## src/sv/rgse_pkg.sv

```systemverilog
// shared types, constants and helpers for the rgb gray sobel edge block
package rgse_pkg;

    localparam int MAX_WIDTH = 1024;
    localparam int ROW_LIMIT = 1024;
    localparam int PIX_W     = 8;
    localparam int SIZE_W    = 11;
    localparam int COL_W     = $clog2(MAX_WIDTH);
    localparam int ROW_W     = $clog2(ROW_LIMIT);
    localparam int CFG_IDX_W = 1;

    localparam int QDEPTH  = 4;
    localparam int QPTR_W  = $clog2(QDEPTH);
    localparam int QCNT_W  = $clog2(QDEPTH + 1);

    localparam int LUMA_W   = 24;
    localparam logic [LUMA_W-1:0] LUMA_B = 24'd4732;
    localparam logic [LUMA_W-1:0] LUMA_G = 24'd46871;
    localparam logic [LUMA_W-1:0] LUMA_R = 24'd13933;

    localparam int GSUM_W = PIX_W + 3;
    localparam int GDIF_W = GSUM_W + 1;
    localparam int MAG_W  = GSUM_W + 1;
    localparam logic [PIX_W-1:0] PIX_MAX = 8'hFF;

    localparam logic [SIZE_W-1:0] SIZE_MIN    = 11'd3;
    localparam logic [SIZE_W-1:0] WIDTH_RST   = 11'd640;
    localparam logic [SIZE_W-1:0] HEIGHT_RST  = 11'd480;

    localparam logic [CFG_IDX_W-1:0] REG_FRAME_WIDTH  = 1'd0;
    localparam logic [CFG_IDX_W-1:0] REG_FRAME_HEIGHT = 1'd1;

    typedef logic [PIX_W-1:0] pix_t;

    typedef struct packed {
        logic [SIZE_W-1:0] width;
        logic [SIZE_W-1:0] height;
    } size_cfg_t;

    // sobel neighborhood without the center, plus end markers
    typedef struct packed {
        pix_t t0;
        pix_t t1;
        pix_t t2;
        pix_t m0;
        pix_t m2;
        pix_t b0;
        pix_t b1;
        pix_t b2;
        logic row_end;
        logic frame_end;
    } win_t;

    function automatic logic [SIZE_W-1:0] clamp_size(input logic [SIZE_W-1:0] v,
                                                     input logic [SIZE_W-1:0] hi);
        logic [SIZE_W-1:0] r;
        if (v < SIZE_MIN)
            r = SIZE_MIN;
        else if (v > hi)
            r = hi;
        else
            r = v;
        return r;
    endfunction

endpackage

```

## src/sv/rgse_back.sv

```systemverilog
// back end: sobel gradients, magnitude and output register
module rgse_back (
    input  logic                       clk,
    input  logic                       rst_n,
    input  logic                       q_valid,
    input  rgse_pkg::win_t             head,
    output logic                       pop,
    output logic                       out_valid,
    input  logic                       out_stall,
    output logic [rgse_pkg::PIX_W-1:0] edge_magnitude,
    output logic                       row_end,
    output logic                       frame_end
);
    import rgse_pkg::*;

    logic             out_valid_reg, out_valid_next;
    pix_t             mag_reg;
    logic             row_end_reg, frame_end_reg;

    logic [GSUM_W-1:0] gx_pos, gx_neg, gy_pos, gy_neg;
    logic [GDIF_W-1:0] gx, gy;
    logic [GSUM_W-1:0] gx_abs, gy_abs;
    logic [MAG_W-1:0]  mag_sum;
    pix_t              mag;

    assign gx_pos = GSUM_W'(head.t2) + {(GSUM_W-1)'(head.m2), 1'b0} + GSUM_W'(head.b2);
    assign gx_neg = GSUM_W'(head.t0) + {(GSUM_W-1)'(head.m0), 1'b0} + GSUM_W'(head.b0);
    assign gy_pos = GSUM_W'(head.b0) + {(GSUM_W-1)'(head.b1), 1'b0} + GSUM_W'(head.b2);
    assign gy_neg = GSUM_W'(head.t0) + {(GSUM_W-1)'(head.t1), 1'b0} + GSUM_W'(head.t2);

    assign gx = {1'b0, gx_pos} - {1'b0, gx_neg};
    assign gy = {1'b0, gy_pos} - {1'b0, gy_neg};

    assign gx_abs = gx[GDIF_W-1] ? GSUM_W'(-gx) : gx[GSUM_W-1:0];
    assign gy_abs = gy[GDIF_W-1] ? GSUM_W'(-gy) : gy[GSUM_W-1:0];

    assign mag_sum = {1'b0, gx_abs} + {1'b0, gy_abs};
    assign mag     = (mag_sum > MAG_W'(PIX_MAX)) ? PIX_MAX : mag_sum[PIX_W-1:0];

    // load when the output slot is empty or being taken
    assign pop = q_valid && (!out_valid_reg || !out_stall);

    always_comb
    begin
        if (pop)
            out_valid_next = 1'b1;
        else if (out_stall)
            out_valid_next = out_valid_reg;
        else
            out_valid_next = 1'b0;
    end

    always_ff @(posedge clk or negedge rst_n)
    begin
        if (!rst_n)
            out_valid_reg <= 1'b0;
        else
            out_valid_reg <= out_valid_next;
    end

    always_ff @(posedge clk)
    begin
        if (pop)
        begin
            mag_reg       <= mag;
            row_end_reg   <= head.row_end;
            frame_end_reg <= head.frame_end;
        end
    end

    assign out_valid      = out_valid_reg;
    assign edge_magnitude = mag_reg;
    assign row_end        = row_end_reg;
    assign frame_end      = frame_end_reg;

    a_frame_end_on_row_end: assert property (@(posedge clk) disable iff (!rst_n)
        out_valid_reg |-> (!frame_end_reg || row_end_reg))
        else $error("frame end without row end");

endmodule

```

## config.mk

```make
export PLATFORM = sky130hd
export DESIGN_NAME = rgse_back
export DESIGN_NICKNAME = d
export VERILOG_FILES = /design/src/sv/rgse_pkg.sv /design/src/sv/rgse_back.sv
export SDC_FILE = /design/constraint.sdc
export NUM_CORES = 1
export LEC_CHECK = 0
export ABC_AREA = 0
export BUFFER_PORTS_ARGS = -buffer_cell sky130_fd_sc_hd__buf_4
export CORE_MARGIN = 2
export CORE_UTILIZATION = 50
export DETAILED_ROUTE_END_ITERATION = 7
export PLACE_DENSITY = 0.75
export SLEW_MARGIN = 5
export SYNTH_ARGS = -nofsm -noshare
export SYNTH_HDL_FRONTEND = slang
export SYNTH_SLANG_ARGS = --single-unit
export TNS_END_PERCENT = 100
```

## constraint.sdc

```tcl
create_clock -name clk -period 2.06 [get_ports clk]
set_clock_uncertainty 0.15 [all_clocks]
set_input_delay 0.103 -clock clk [delete_from_list [all_inputs] [get_ports clk]]
set_output_delay 0.103 -clock clk [all_outputs]
set_load 0.005 [all_outputs]
```

==> out/qor.csv, run 1 <==
stage,metric,value,unit
detailed_routing,drt_iter0_drc,148,
detailed_routing,final_antenna_net_count,0,
finish,insertedDiodeCount,0,
timing,setup_violations,8,
floorplan,rows,31,
synthesis,synth_warnings,0,
synthesis,netlist_instances,432,
synthesis,async_reset_ff_share,9.09,%
critical_path,startpoint_type,input pin,
synthesis,synth.avg_cell_area,8.80,um^2
floorplan,dieHeight,91.2,um
placed_design,portBuffers,81,
clock_network,clk_pin_slew,0.05,ns
floorplan,io_pins,82,
clock_network,clock-root-buffer,clkbuf_8,
critical_path,critical_path.max_fanout,5,
clock_network,numCtsBuffers,3,
finish,final_common_cell,buf_4,
timing,finalCritPeriodShare,252,%
timing,finalCriticalPeriod,5.19,ns
critical_path,rr_endpoint,out_valid,
synthesis,ys_seq_area_share,8.56,%
detailed_routing,via_count,3720,
detailed_routing,routedWlPerCell,14.5,um
synthesis,ys_seq_elements,11,
clock_network,cts_tree,yes,
critical_path,path_cells,buf_6 -> inv_4 -> fa_1 -> inv_1 -> fa_2 -> fa_1 -> ha_2 -> fa_2 -> a21o_1 -> a41o_1 -> a21oi_2 -> o21ai_4 -> a21oi_4 -> nand2b_1 -> xnor2_1 -> ha_2 -> a21o_1 -> nand4_1 -> and3b_2 -> o21ai_2 -> a31oi_4 -> or3_1,
critical_path,timing_worst_setup_path_type,input pin to register,
critical_path,r2r_cells,2,
detailed_routing,avgViaCountPerCell,5.20,
critical_path,worst_path_max_delay_cell,fa_1,
placed_design,post-dp-hpwl,8210,um
floorplan,start_util,52.1,%
timing,tightest_slew,0.322,ns
grt,grt_usage,26.1,%
grt,grt_pass1_wl,17600,um
critical_path,cp-end-kind,register,
critical_path,crit_family,adder cells,
finish,area_growth,50.0,%
clock_network,htreeDepth,1,
grt,first_global_vias,4095,
grt,grt_max_degree,11,
finish,layout_common_cells,"buf_4, inv_1, fa_1",
grt,grt.overflow.total,0,
finish,layout-drive-gt1-share,41.2,%
detailed_routing,drc,0,
outcome,outcome,"complete, but fails checks",
floorplan,die_x,91.2,um
run,maxCapViolCount,0,
clock_network,cts_num_sinks,11,
critical_path,cpPeakStageDelay,0.53,ns
grt,antenna_found_initial,0,
finish,final_nets,788,
clock_network,clk_latency,0.24,ns
min_path,hold_path_class,input pin to asynchronous set/reset pin,
critical_path,crit_required,1.90,ns
clock_network,clock_path_buffers,2,
floorplan,dieArea,0.00832,mm^2
critical_path,worstPathArrival,5.03,ns
timing,max_freq,193,MHz
timing,rsz0062_at_grt,yes,
synthesis,synth-edff-count,10,
synthesis,netlist_area,0.00380,mm^2
synthesis,synth_nets,602,
outcome,violations,negative setup slack,
finish,largest_register_ffs,8,
timing,final_max_slew_viol_count,0,
timing,whs,0.0792,ns
timing,hold_viol,0,
critical_path,critPathBufInv,3,
critical_path,r2r_start,out_valid,
timing,slew_headroom,78.5,%
synthesis,ys.flop_type,edfxtp_1,
detailed_routing,wl,10400,um
synthesis,yosysUniqueCellTypes,56,
timing,fin_ws,-3.13,ns
critical_path,r2r_slack,0.67,ns
floorplan,core_area,0.00729,mm^2
placed_design,gp_congestion,0.880,
detailed_routing,first_pass_iters,5,
-- worst max-delay path by stage --
stage          depth (start not counted)  startpoint           endpoint
6_report                              22     head[2]  edge_magnitude[0]
5_1_grt                               22    head[35]  edge_magnitude[1]
4_1_cts                               21    head[25]  edge_magnitude[0]
3_5_place_dp                          23     head[2]  edge_magnitude[3]
3_3_place_gp                          23    head[60]  edge_magnitude[3]
2_1_floorplan                         19    head[58]  edge_magnitude[0]
-- routing by layer --
metal,share of wire (%),up-vias,GRT usage [%]
li1,-,1741,-
met1,37,1801,29.7
met2,54,149,51.2
met3,5.4,29,2.57
met4,3.2,0,7.20
met5,0,-,0
-- final cells by class --
class	count	area [um^2]
Inverter	128	485
Timing Repair Buffer	183	1390
Multi-Input combinational cell	291	3330
Tap cell	99	124
Fill cell	482	1590
Clock buffer	4	45.0
Sequential cell	11	325
-- synthesized netlist by cell type (3+ instances only) --
master / n / area [um^2]
a21oi_1: 17 / 85.1
a31oi_1: 4 / 25.0
nand2_1: 19 / 71.3
ha_1: 37 / 463
nand4_1: 3 / 18.8
o21ai_0: 16 / 80.1
nand3_1: 5 / 25.0
a21o_1: 9 / 67.6
nor3_1: 6 / 30.0
fa_1: 63 / 1260
o21a_1: 3 / 22.5
nor2_1: 19 / 71.3
xor2_1: 15 / 131
a211oi_1: 6 / 45.0
xnor2_1: 16 / 140
nand2b_1: 4 / 25.0
or3_1: 3 / 18.8
edfxtp_1: 10 / 300
inv_1: 128 / 480
-- kinds of logic (layout without fill, tap and decap cells) --
kind of cell	count (synthesis)	in the layout	synth area share, %
xor+xnor	32	32	7.57
fa+ha+maj	100	100	45.4
simple gates	76	76	10.3
mux	3	3	0.856
buf+inv	131	315	13.0
compound gates	79	80	14.4
flops	11	11	8.56
-- through the flow --
stage               utilization (%)  cell area [um^2]  worst slack [ns]  TNS (ns)  instances
floorplan                         -              3910             -3.01    -23.62        432
finish                         78.2              5700             -3.13    -24.59        716
global placement               71.8              5230             -3.25    -25.78        691
CTS                            76.1              5550             -3.05    -23.60        711
global route                   78.2              5700             -3.37    -26.47        716
detailed placement             71.8              5230             -3.44    -27.10        691
-- what timing repair did --
item                                    in CTS  in global routing
gates resized for setup                     34                 25
endpoints found under the setup margin       8                  8
hold endpoints to repair                     4                  0
buffers inserted                            10                  5
cloned                                       1                  0
pin swaps                                   33                 31
hold buffers                                 5                  0
Power of run 1 is left out: the tool's default activity adds up to more than one toggle a clock period on the data nets, which glitch-free logic cannot reach.
==> inputs of run 2 (changes only) <==
--- a/config.mk
+++ b/config.mk
@@ -10,7 +10,7 @@
 export CORE_MARGIN = 2
 export CORE_UTILIZATION = 50
 export DETAILED_ROUTE_END_ITERATION = 7
-export PLACE_DENSITY = 0.75
+export PLACE_DENSITY = 0.78
 export SLEW_MARGIN = 5
 export SYNTH_ARGS = -nofsm -noshare
 export SYNTH_HDL_FRONTEND = slang
==> constraint.sdc (replaced) <==
create_clock -name clk -period 4.5 [get_ports clk]
set_clock_uncertainty 0.15 [all_clocks]
set_input_delay 0.225 -clock clk [delete_from_list [all_inputs] [get_ports clk]]
set_output_delay 0.225 -clock clk [all_outputs]
set_load 0.005 [all_outputs]
==> out/qor.csv, run 2 (synthesized netlist as in run 1, its figures left out) <==
stage,metric,value,unit
detailed_routing,first_pass_iters,5,
floorplan,dieArea,0.00832,mm^2
grt,grt_usage,23.9,%
finish,final_common_cell,buf_4,
outcome,violations,negative setup slack,
timing,final_max_slew_viol_count,0,
placed_design,portBuffers,81,
finish,final_nets,781,
finish,layout_common_cells,"buf_4, inv_1, fa_1",
grt,first_global_vias,3885,
detailed_routing,routedWlPerCell,14.0,um
detailed_routing,dr_wl_met3,388,um
clock_network,clk_latency,0.24,ns
detailed_routing,wl_met2,5470,um
detailed_routing,avgViaCountPerCell,5.08,
timing,finalCriticalPeriod,5.29,ns
finish,layout-drive-gt1-share,39.5,%
timing,hold_viol,0,
timing,finalCritPeriodShare,118,%
timing,max_freq,189,MHz
floorplan,rows,31,
timing,whs,0.00964,ns
min_path,hold_path_class,input pin to register,
floorplan,core_area,0.00729,mm^2
clock_network,numCtsBuffers,3,
detailed_routing,drt_iter0_drc,149,
clock_network,cts_num_sinks,11,
critical_path,timing_worst_setup_path_type,input pin to register,
critical_path,cp-end-kind,register,
critical_path,startpoint_type,input pin,
critical_path,crit_required,4.33,ns
detailed_routing,via_count,3603,
timing,tightest_slew,0.501,ns
grt,grt.overflow.total,0,
finish,n_fill_cell,533,
floorplan,dieHeight,91.2,um
grt,grt_max_degree,9,
floorplan,io_pins,82,
clock_network,clock_path_buffers,2,
finish,area_growth,46.7,%
critical_path,critical_path.max_fanout,8,
finish,insertedDiodeCount,0,
finish,final-seq-area,325,um^2
timing,rsz0062_at_grt,yes,
critical_path,worstPathArrival,5.12,ns
detailed_routing,final_antenna_net_count,0,
detailed_routing,drc,0,
outcome,outcome,"complete, but fails checks",
placed_design,gp_congestion,0.897,
clock_network,clk_pin_slew,0.05,ns
detailed_routing,wl,9890,um
clock_network,cts_tree,yes,
floorplan,die_x,91.2,um
grt,grt_pass1_wl,16400,um
timing,setup_violations,8,
timing,setup_tns,-5.85,ns
placed_design,dpl_cell_area,0.00523,mm^2
grt,antenna_found_initial,0,
finish,design_area,0.00558,mm^2
detailed_routing,wl_met1,3840,um
clock_network,htreeDepth,1,
floorplan,start_util,52.1,%
timing,fin_ws,-0.789,ns
detailed_routing,route.top_layer_used,met4,
run,maxCapViolCount,0,
placed_design,post-dp-hpwl,8210,um
finish,largest_register_ffs,8,
clock_network,clock-root-buffer,clkbuf_8,
timing,slew_headroom,66.3,%
finish,multi_input_area,0.00324,mm^2
==> run 2: changes by cell type in the layout (fill, tap and decap cells not counted), sizes merged <==
cell and change:
dlygate4sd3 -4, buf -2, a21oi -1
==> run 2: final timing paths <==
path                                start  slack [ns]                end  depth (start not counted)
worst min register to register  out_valid        0.39          out_valid                          1
worst max register to register  out_valid        2.96  edge_magnitude[0]                          2
worst min-delay path              head[0]        0.01          frame_end                          1
min in group asynchronous           rst_n        0.15          out_valid                          2
max in group asynchronous           rst_n        3.96          out_valid                          2
worst max-delay path             head[58]       -0.79  edge_magnitude[0]                         20
==> run 2: per-layer routing <==
| layer | global-route usage (%) | up-vias |
|---|---|---|
| li1 | - | 1732 |
| met1 | 28.1 | 1754 |
| met2 | 46.4 | 99 |
| met3 | 2.74 | 18 |
| met4 | 4.92 | 0 |
| met5 | 0 | - |
==> run 2: layout make-up <==
type	count	share of cell area [%]
Multi-Input combinational cell	290	58.1
Timing Repair Buffer	177	24.4
Inverter	128	8.71
Sequential cell	11	5.83
Tap cell	99	2.22
Clock buffer	4	0.808
==> run 2: worst max-delay path, stage by stage <==
cell and delay [ns]:
buf_8 0.10, fa_1 0.54, inv_2 0.05, fa_2 0.38
fa_1 0.48, ha_4 0.20, fa_2 0.38, a21o_1 0.20
nand4_1 0.11, nand3_2 0.09, a31o_4 0.24, a21o_4 0.25
mux2_4 0.34, fa_2 0.38, a21o_1 0.22, and3_4 0.16
o22ai_4 0.10, xor2_1 0.21, nand3_2 0.13, or3_1 0.32
==> run 2: repair_timing <==
item                                   in CTS  in global routing
buffers inserted                            7                  7
hold buffers                                1                  0
pin swaps                                  14                 36
resized for setup                          18                 28
endpoints found under the hold margin       1                  0
setup endpoints to repair                   8                  8
==> run 2: through the flow <==
| stage | utilization, % | instances | worst slack, ns |
|---|---|---|---|
| after floorplan | - | 432 | -0.689 |
| after global placement | 71.7 | 690 | -0.933 |
| after detailed placement | 71.7 | 690 | -1.10 |
| after CTS | 74.1 | 702 | -0.748 |
| after global routing | 76.5 | 709 | -0.967 |
| final | 76.5 | 709 | -0.789 |
Power of run 2 is left out for the same reason.
