### src/sv/rgse_pkg.sv
// shared types, constants and helpers for the rgb gray sobel edge block
package rgse_pkg;

    localparam int MAX_WIDTH = 1024;
    localparam int ROW_LIMIT = 1024;
    localparam int PIX_W     = 8;
    localparam int SIZE_W    = 11;
    localparam int COL_W     = $clog2(MAX_WIDTH);
    localparam int ROW_W     = $clog2(ROW_LIMIT);
    localparam int CFG_IDX_W = 1;

    localparam int QDEPTH  = 4;
    localparam int QPTR_W  = $clog2(QDEPTH);
    localparam int QCNT_W  = $clog2(QDEPTH + 1);

    localparam int LUMA_W   = 24;
    localparam logic [LUMA_W-1:0] LUMA_B = 24'd4732;
    localparam logic [LUMA_W-1:0] LUMA_G = 24'd46871;
    localparam logic [LUMA_W-1:0] LUMA_R = 24'd13933;

    localparam int GSUM_W = PIX_W + 3;
    localparam int GDIF_W = GSUM_W + 1;
    localparam int MAG_W  = GSUM_W + 1;
    localparam logic [PIX_W-1:0] PIX_MAX = 8'hFF;

    localparam logic [SIZE_W-1:0] SIZE_MIN    = 11'd3;
    localparam logic [SIZE_W-1:0] WIDTH_RST   = 11'd640;
    localparam logic [SIZE_W-1:0] HEIGHT_RST  = 11'd480;

    localparam logic [CFG_IDX_W-1:0] REG_FRAME_WIDTH  = 1'd0;
    localparam logic [CFG_IDX_W-1:0] REG_FRAME_HEIGHT = 1'd1;

    typedef logic [PIX_W-1:0] pix_t;

    typedef struct packed {
        logic [SIZE_W-1:0] width;
        logic [SIZE_W-1:0] height;
    } size_cfg_t;

    // sobel neighborhood without the center, plus end markers
    typedef struct packed {
        pix_t t0;
        pix_t t1;
        pix_t t2;
        pix_t m0;
        pix_t m2;
        pix_t b0;
        pix_t b1;
        pix_t b2;
        logic row_end;
        logic frame_end;
    } win_t;

    function automatic logic [SIZE_W-1:0] clamp_size(input logic [SIZE_W-1:0] v,
                                                     input logic [SIZE_W-1:0] hi);
        logic [SIZE_W-1:0] r;
        if (v < SIZE_MIN)
            r = SIZE_MIN;
        else if (v > hi)
            r = hi;
        else
            r = v;
        return r;
    endfunction

endpackage

### src/sv/rgse_queue.sv
// short fifo of sobel windows between front and back
module rgse_queue (
    input  logic                        clk,
    input  logic                        rst_n,
    input  logic                        push,
    input  rgse_pkg::win_t              push_win,
    input  logic                        pop,
    output logic                        q_valid,
    output rgse_pkg::win_t              head,
    output logic [rgse_pkg::QCNT_W-1:0] count
);
    import rgse_pkg::*;

    win_t              entry_reg [QDEPTH];
    logic [QPTR_W-1:0] wr_ptr_reg, rd_ptr_reg;
    logic [QCNT_W-1:0] count_reg, count_next;

    always_comb
    begin
        count_next = count_reg;
        case ({push, pop})
            2'b10:   count_next = count_reg + QCNT_W'(1);
            2'b01:   count_next = count_reg - QCNT_W'(1);
            default: count_next = count_reg;
        endcase
    end

    always_ff @(posedge clk or negedge rst_n)
    begin
        if (!rst_n)
        begin
            wr_ptr_reg <= '0;
            rd_ptr_reg <= '0;
            count_reg  <= '0;
        end
        else
        begin
            if (push)
                wr_ptr_reg <= (wr_ptr_reg == QPTR_W'(QDEPTH - 1)) ? '0 : wr_ptr_reg + QPTR_W'(1);
            if (pop)
                rd_ptr_reg <= (rd_ptr_reg == QPTR_W'(QDEPTH - 1)) ? '0 : rd_ptr_reg + QPTR_W'(1);
            count_reg <= count_next;
        end
    end

    always_ff @(posedge clk)
    begin
        if (push)
            entry_reg[wr_ptr_reg] <= push_win;
    end

    assign q_valid = (count_reg != '0);
    assign head    = entry_reg[rd_ptr_reg];
    assign count   = count_reg;

    a_no_overflow: assert property (@(posedge clk) disable iff (!rst_n)
        push |-> (count_reg != QCNT_W'(QDEPTH)))
        else $error("push into a full queue");

    a_no_underflow: assert property (@(posedge clk) disable iff (!rst_n)
        pop |-> (count_reg != '0))
        else $error("pop from an empty queue");

endmodule

### config.mk
export PLATFORM = sky130hd
export DESIGN_NAME = rgse_queue
export DESIGN_NICKNAME = d
export VERILOG_FILES = /design/src/sv/rgse_pkg.sv /design/src/sv/rgse_queue.sv
export SDC_FILE = /design/constraint.sdc
export NUM_CORES = 1
export LEC_CHECK = 0
export BUFFER_PORTS_ARGS = -buffer_cell sky130_fd_sc_hd__buf_4
export CAP_MARGIN = 20
export CORE_MARGIN = 2
export CORE_UTILIZATION = 45
export DETAILED_ROUTE_END_ITERATION = 12
export PLACE_DENSITY_LB_ADDON = 0.05
export SLEW_MARGIN = 20
export SYNTH_ARGS = -nofsm -noshare
export SYNTH_HDL_FRONTEND = slang
export SYNTH_SLANG_ARGS = --single-unit
### constraint.sdc
create_clock -name clk -period 3.29 [get_ports clk]
set_input_delay 0.329 -clock clk [delete_from_list [all_inputs] [get_ports clk]]
set_output_delay 0.329 -clock clk [all_outputs]
set_load 0.02 [all_outputs]
==> impl_metrics.py, run 1 <==
metrics = {
    "status": {
        "status": "finished, final reports clean",
    },
    "routing": {
        "first_pass_iters": 4,
        "drtAntennaViolNets": 0,
        "wl_mm": 18.4,
        "drt_iter0_drc": 260,
        "drc": 0,
        "num_vias": 4653,
        "wl_per_cell_um": 20.1,
        "viasPerCell": 5.10,
    },
    "job": {
        "max_cap_viol_count": 0,
    },
    "power": {
        "intPower_uw": 7850,
        "ir_drop_uv": 463,
        "p_sw_share_pct": 29.9,
        "power.leakage_uw": 0.00447,
        "p_clk_share_pct": 25.6,
        "power_per_cell_area_nw_per_um2": 871,
        "pwr-share-comb_pct": 32.0,
        "power_uw": 11200,
        "switchingPower_uw": 3340,
        "seqPwrFrac_pct": 42.5,
    },
    "synthesis": {
        "yosysTopAreaCell": "edfxtp_1",
        "synth_area_leaders": "edfxtp_1, mux4_2, dfrtp_1",
        "synth_fp_nets": 456,
        "postSynthAreaPerCell_um2": 26.2,
        "yosysTopAreaCellShare_pct": 79.7,
        "yosysMostFrequentCell": "edfxtp_1",
        "synth_area_um2": 9950,
        "yosysWarnings": 0,
        "synth_edf_count": 264,
        "netlist_top_cells_count": "edfxtp_1, mux4_2, dfrtp_1",
        "ys.flop_type": "edfxtp_1",
        "synth_cells": 379,
        "synth-seq-cells": 271,
        "synthArstFlopShare_pct": 2.58,
        "ys_types": 19,
        "ys_seq_area_share_pct": 81.5,
    },
    "critical_path": {
        "cp.required_ns": 2.96,
        "critPathCaptureType": "primary output",
        "critical_path.slowest_cell": "dfrtp_4",
        "critPathBufInv": 2,
        "cp_data_arrival_time_ns": 2.45,
        "path_delay_family": "flip-flops",
        "critPathLaunchType": "flip-flop",
        "reg2reg_setup_slack_ns": 1.37,
        "cp_slowest_stage_delay_ns": 0.87,
        "path_cells": "buf_4, mux4_2, buf_4",
        "path_class": "reg -> out",
        "r2r-start": "wr_ptr_reg[1]",
        "r2r-end": "entry_reg[1][27]",
        "path_max_fanout": 34,
        "crit_top_cell": "buf_4",
        "reg2reg_depth": 4,
    },
    "placed_design": {
        "portBuffers": 139,
        "dpl.hpwl_mm": 10.9,
        "dpl.cell_count": 797,
        "place_area_um2": 11400,
        "place.gp.congestion": 0.683,
    },
    "final_layout": {
        "area_growth_pct": 29.2,
        "finish.instance_area_um2": 12900,
        "drive_gt1_share_pct": 41.5,
        "stdcell_count": 912,
        "nets": 690,
        "antenna_cells": 0,
        "largest_register_ff_count": 264,
    },
    "global_routing": {
        "grt_pass1_wl_mm": 28.7,
        "antenna_found_initial": 0,
        "grt_overflow_total": 0,
        "grtUsageTotal_pct": 16.0,
        "grt_max_degree": 45,
        "grt_pass1_vias": 5121,
    },
    "floorplan": {
        "rows": 54,
        "fp.coreArea_um2": 21800,
        "die_x_um": 153,
        "fp.dieH_um": 153,
        "dieArea_um2": 23300,
        "initial_core_util_pct": 45.7,
        "io-pin-count": 140,
    },
    "clock_tree": {
        "root_buffer": "clkbuf_16",
        "cts_buffer_depth": 3,
        "cts_inserted_buffers": 28,
        "h-tree-depth": 1,
        "clock-sinks": 271,
        "cts_tree": "built",
        "clk_pin_slew_worst_paths_ns": 0.06,
        "clock_latency_ns": 0.52,
    },
    "sta": {
        "relSlewSlack_pct": 55.4,
        "fmax_mhz": 360,
        "tightest_slew_ns": 0.670,
        "slew_viol_final": 0,
        "rsz0062_at_grt": "false",
        "finalSetupViolCount": 0,
        "fin_crit_ns": 2.78,
        "clock_skew_ns": 0.00879,
        "tns_ns": 0,
        "fin_hold_ws_ns": 0.0270,
        "hold_viol": 0,
        "post-route-period-util_pct": 84.4,
    },
    "worst_hold_path": {
        "min_path_cells": 1,
        "hold_start": "push_win[52]",
        "hold-path-endpoint": "entry_reg[1][52]",
        "hp-class": "in -> reg",
    },
}
-- layout make-up --
| type | count | area (um^2) |
|---|---|---|
| Fill cell | 1647 | 8900 |
| Timing Repair Buffer | 219 | 1830 |
| Clock inverter | 12 | 80.1 |
| Clock buffer | 37 | 756 |
| Multi-Input combinational cell | 90 | 1710 |
| Sequential cell | 271 | 8110 |
| Tap cell | 280 | 350 |
| Inverter | 3 | 11.3 |
-- power by group through the flow --
| stage | combinational [uW] | sequential [uW] | clock [uW] |
|---|---|---|---|
| global placement | 3590 | 4810 | 0 |
| finish | 3580 | 4750 | 2860 |
| CTS | 3680 | 4780 | 2940 |
| global route | 3830 | 4830 | 3070 |
| floorplan | 2400 | 4650 | 0 |
| detailed placement | 3600 | 4850 | 0 |
-- per-stage QoR --
step | util, % | setup slack [ns]
after CTS | 59.1 | 0.418
after floorplan | - | 0.690
after global routing | 59.1 | 0.324
after global placement | 52.2 | 0.978
after detailed placement | 52.2 | 0.986
final | 59.1 | 0.513
-- routing by layer --
metal  track usage [%]  part of all wire [%]  vias to the layer above  wire length, um
li1                  -                     -                     2096                -
met1              22.2                    44                     2403             8000
met2              26.3                    50                      125             9100
met3              3.19                   5.1                       29              932
met4              4.19                   1.9                        0              343
met5                 0                     0                        -                0
-- placed cells by master (no fill, tap or decap), types with 2 or more instances in the layout --
| cell | synthesis | final |
|---|---|---|
| and2_4 | 0 | 4 |
| buf_12 | 3 | 2 |
| buf_4 | 4 | 151 |
| clkbuf_1 | 0 | 8 |
| clkbuf_16 | 0 | 29 |
| clkinv_1 | 0 | 7 |
| clkinv_2 | 0 | 3 |
| dfrtp_1 | 7 | 5 |
| dfrtp_4 | 0 | 2 |
| dlygate4sd3_1 | 0 | 66 |
| edfxtp_1 | 264 | 264 |
| ha_1 | 6 | 6 |
| inv_1 | 3 | 3 |
| mux2_2 | 3 | 3 |
| mux4_2 | 66 | 66 |
| nor2_1 | 2 | 2 |
| o21ai_0 | 2 | 2 |
| or3_1 | 2 | 2 |
| xnor2_1 | 2 | 2 |
-- what timing repair did --
| item | CTS | global route |
|---|---|---|
| endpoints found under the hold margin | 264 | 0 |
| buffers inserted | 0 | 0 |
| hold buffers | 66 | 0 |
| resized for setup | 0 | 0 |
-- cell families after synthesis --
| group | after synthesis | synth area share, % |
|---|---|---|
| AOI/OAI and AO/OA | 2 | 0.101 |
| xor gates and xnor gates | 3 | 0.264 |
| adders and majority gates | 7 | 0.956 |
| buffers and inverters | 18 | 1.45 |
| DFF | 271 | 81.5 |
| muxes | 69 | 15.3 |
| and+or+nand+nor | 9 | 0.490 |
-- how the worst max path moves through the flow --
stage          slack, ns  cells past startpoint          start               to
6_report            0.51                      3  rd_ptr_reg[0]         head[50]
2_1_floorplan       0.69                      3  wr_ptr_reg[0]  entry_reg[0][0]
3_5_place_dp        0.99                      3  rd_ptr_reg[0]         head[50]
5_1_grt             0.32                      3  rd_ptr_reg[0]         head[32]
3_3_place_gp        0.98                      3  rd_ptr_reg[0]         head[50]
4_1_cts             0.42                      3  rd_ptr_reg[0]         head[50]
No activity file was read; power rests on OpenSTA's default activity.
==> inputs of run 2 (changes only) <==
Clock period 3.29 ns to 2.75 ns, I/O delays scaled along.
==> run 2 against run 1 <==
  * Final area increased by 0.87%
  * Sequential power increased by 17%
  * Wire length increased by 0.67%
  * Utilization increased by 0.51 points
  * Combinational power increased by 23%
  * Sequential share of layout area decreased by 0.54 points
  * Total power increased by 22%
  * Clock-buffer cell count increased by 1
  * Critical path depth unchanged
  * Largest power group unchanged
==> impl_metrics.py, run 2 (synthesis gave the netlist of run 1 again) <==
metrics = {
    "status": {
        "status": "finished, final reports clean",
    },
    "critical_path": {
        "path_class": "reg -> out",
        "path_max_fanout": 69,
        "cp.required_ns": 2.48,
        "critPathCaptureType": "primary output",
        "critPathLaunchType": "flip-flop",
        "cp_data_arrival_time_ns": 2.23,
        "r2r-start": "wr_ptr_reg[0]",
        "cp-startpoint": "rd_ptr_reg[0]",
    },
    "routing": {
        "drt_iter0_drc": 236,
        "viasPerCell": 5.17,
        "num_vias": 4717,
        "wl_per_cell_um": 20.3,
        "drc": 0,
        "wl_mm": 18.5,
        "drtAntennaViolNets": 0,
        "first_pass_iters": 4,
    },
    "sta": {
        "fin_crit_ns": 2.50,
        "hold_viol": 0,
        "finalSetupViolCount": 0,
        "rsz0062_at_grt": "false",
        "post-route-period-util_pct": 91.0,
        "slew_viol_final": 0,
        "fin_ws_ns": 0.248,
        "relSlewSlack_pct": 61.6,
        "fmax_mhz": 400,
        "tns_ns": 0,
        "clock_skew_ns": 0.00720,
        "tightest_slew_ns": 0.575,
    },
    "global_routing": {
        "grt_pass1_wl_mm": 28.9,
        "grtUsageTotal_pct": 16.0,
        "grt_max_degree": 70,
        "antenna_found_initial": 0,
        "grt_overflow_total": 0,
        "grt_pass1_vias": 5207,
    },
    "clock_tree": {
        "clk_pin_slew_worst_paths_ns": 0.06,
        "clock_latency_ns": 0.53,
        "h-tree-depth": 1,
        "clock-sinks": 271,
        "cts_inserted_buffers": 28,
        "root_buffer": "clkbuf_16",
        "cts_buffer_depth": 3,
        "cts_tree": "built",
    },
    "placed_design": {
        "portBuffers": 139,
        "post-place-ws_ns": 0.727,
        "place.gp.congestion": 0.673,
        "dpl.hpwl_mm": 10.6,
    },
    "final_layout": {
        "nets": 688,
        "area_growth_pct": 30.3,
        "mostFrequentLayoutCells": "edfxtp_1, buf_4, dlygate4sd3_1",
        "drive_gt1_share_pct": 42.0,
        "largest_register_ff_count": 264,
        "antenna_cells": 0,
        "final_common_cell": "edfxtp_1",
    },
    "power": {
        "power_per_cell_area_nw_per_um2": 1050,
        "power.leakage_uw": 0.00451,
        "ir_drop_uv": 672,
    },
    "floorplan": {
        "dieArea_um2": 23300,
        "fp.coreArea_um2": 21800,
        "die_x_um": 153,
        "initial_core_util_pct": 45.7,
        "io-pin-count": 140,
        "fp.dieH_um": 153,
        "rows": 54,
    },
    "worst_hold_path": {
        "hp-class": "in -> reg",
        "hold_start": "pop",
    },
    "job": {
        "max_cap_viol_count": 0,
    },
}
## run 2: cell types whose count changed in the layout (fill, tap and decap cells not counted), moves of 2 or more
cell and delta:
clkinv_1 -3, clkbuf_1 -2, buf_4 -8, clkinv_2 +4
buf_12 +4, dlygate4sd3_1 +2, clkbuf_8 +3
## run 2: critical path: stages, from the launching register on
cell and delay, ns:
dfrtp_4 0.41, buf_12 0.47, mux4_2 0.62, buf_4 0.18
## run 2: path summary, 6_finish.rpt
kind | end | slack (ns) | cells after the start
setup / recovery | head[32] | 0.25 | 3
hold / removal | rd_ptr_reg[0] | 0.03 | 2
setup reg to reg | entry_reg[3][63] | 0.98 | 3
hold reg to reg | count[2] | 0.52 | 1
max in group asynchronous | rd_ptr_reg[1] | 2.51 | 2
min in group asynchronous | count[1] | 0.10 | 2
## run 2: final cells by class
cell class | count | area (um^2)
clock inverter | 14 | 118
timing repair buffer | 217 | 1870
clock buffer | 38 | 790
inverter | 3 | 11.3
multi-input combinational | 90 | 1710
tap | 280 | 350
fill | 1587 | 8790
sequential | 271 | 8110
## run 2: layer usage
metal	global-route usage, %	up-vias	share of wire (%)
met2	27.2	128	50
met4	4.14	0	2.0
met5	0	-	0
met3	3.56	32	4.7
met1	21.2	2464	43
li1	-	2093	-
## run 2: stage by stage
step / std cells / hold slack (ns) / total power [uW] / cell area (um^2) / utilization (%)
detailed placement: 793 / 0.0962 / 10100 / 11400 / 52.3
global route: 913 / 0.0238 / 14200 / 13000 / 59.6
finish: 913 / 0.0347 / 13600 / 13000 / 59.6
floorplan: 379 / -0.0206 / 8430 / 9950 / -
CTS: 913 / 0.00451 / 13800 / 13000 / 59.6
global placement: 793 / 0.0936 / 10000 / 11400 / 52.3
## run 2: where the power goes
group / internal, uW / switching, uW / total [uW]
Sequential: 5300 / 273 / 5570
Clock: 2190 / 1450 / 3640
Combinational: 2090 / 2300 / 4390
Total: 9570 / 4020 / 13600
## run 2: what timing repair did
action / in CTS / in global routing
setup buffers: 0 / 0
hold endpoints to repair: 273 / 0
hold buffers: 68 / 0
gates resized for setup: 0 / 0
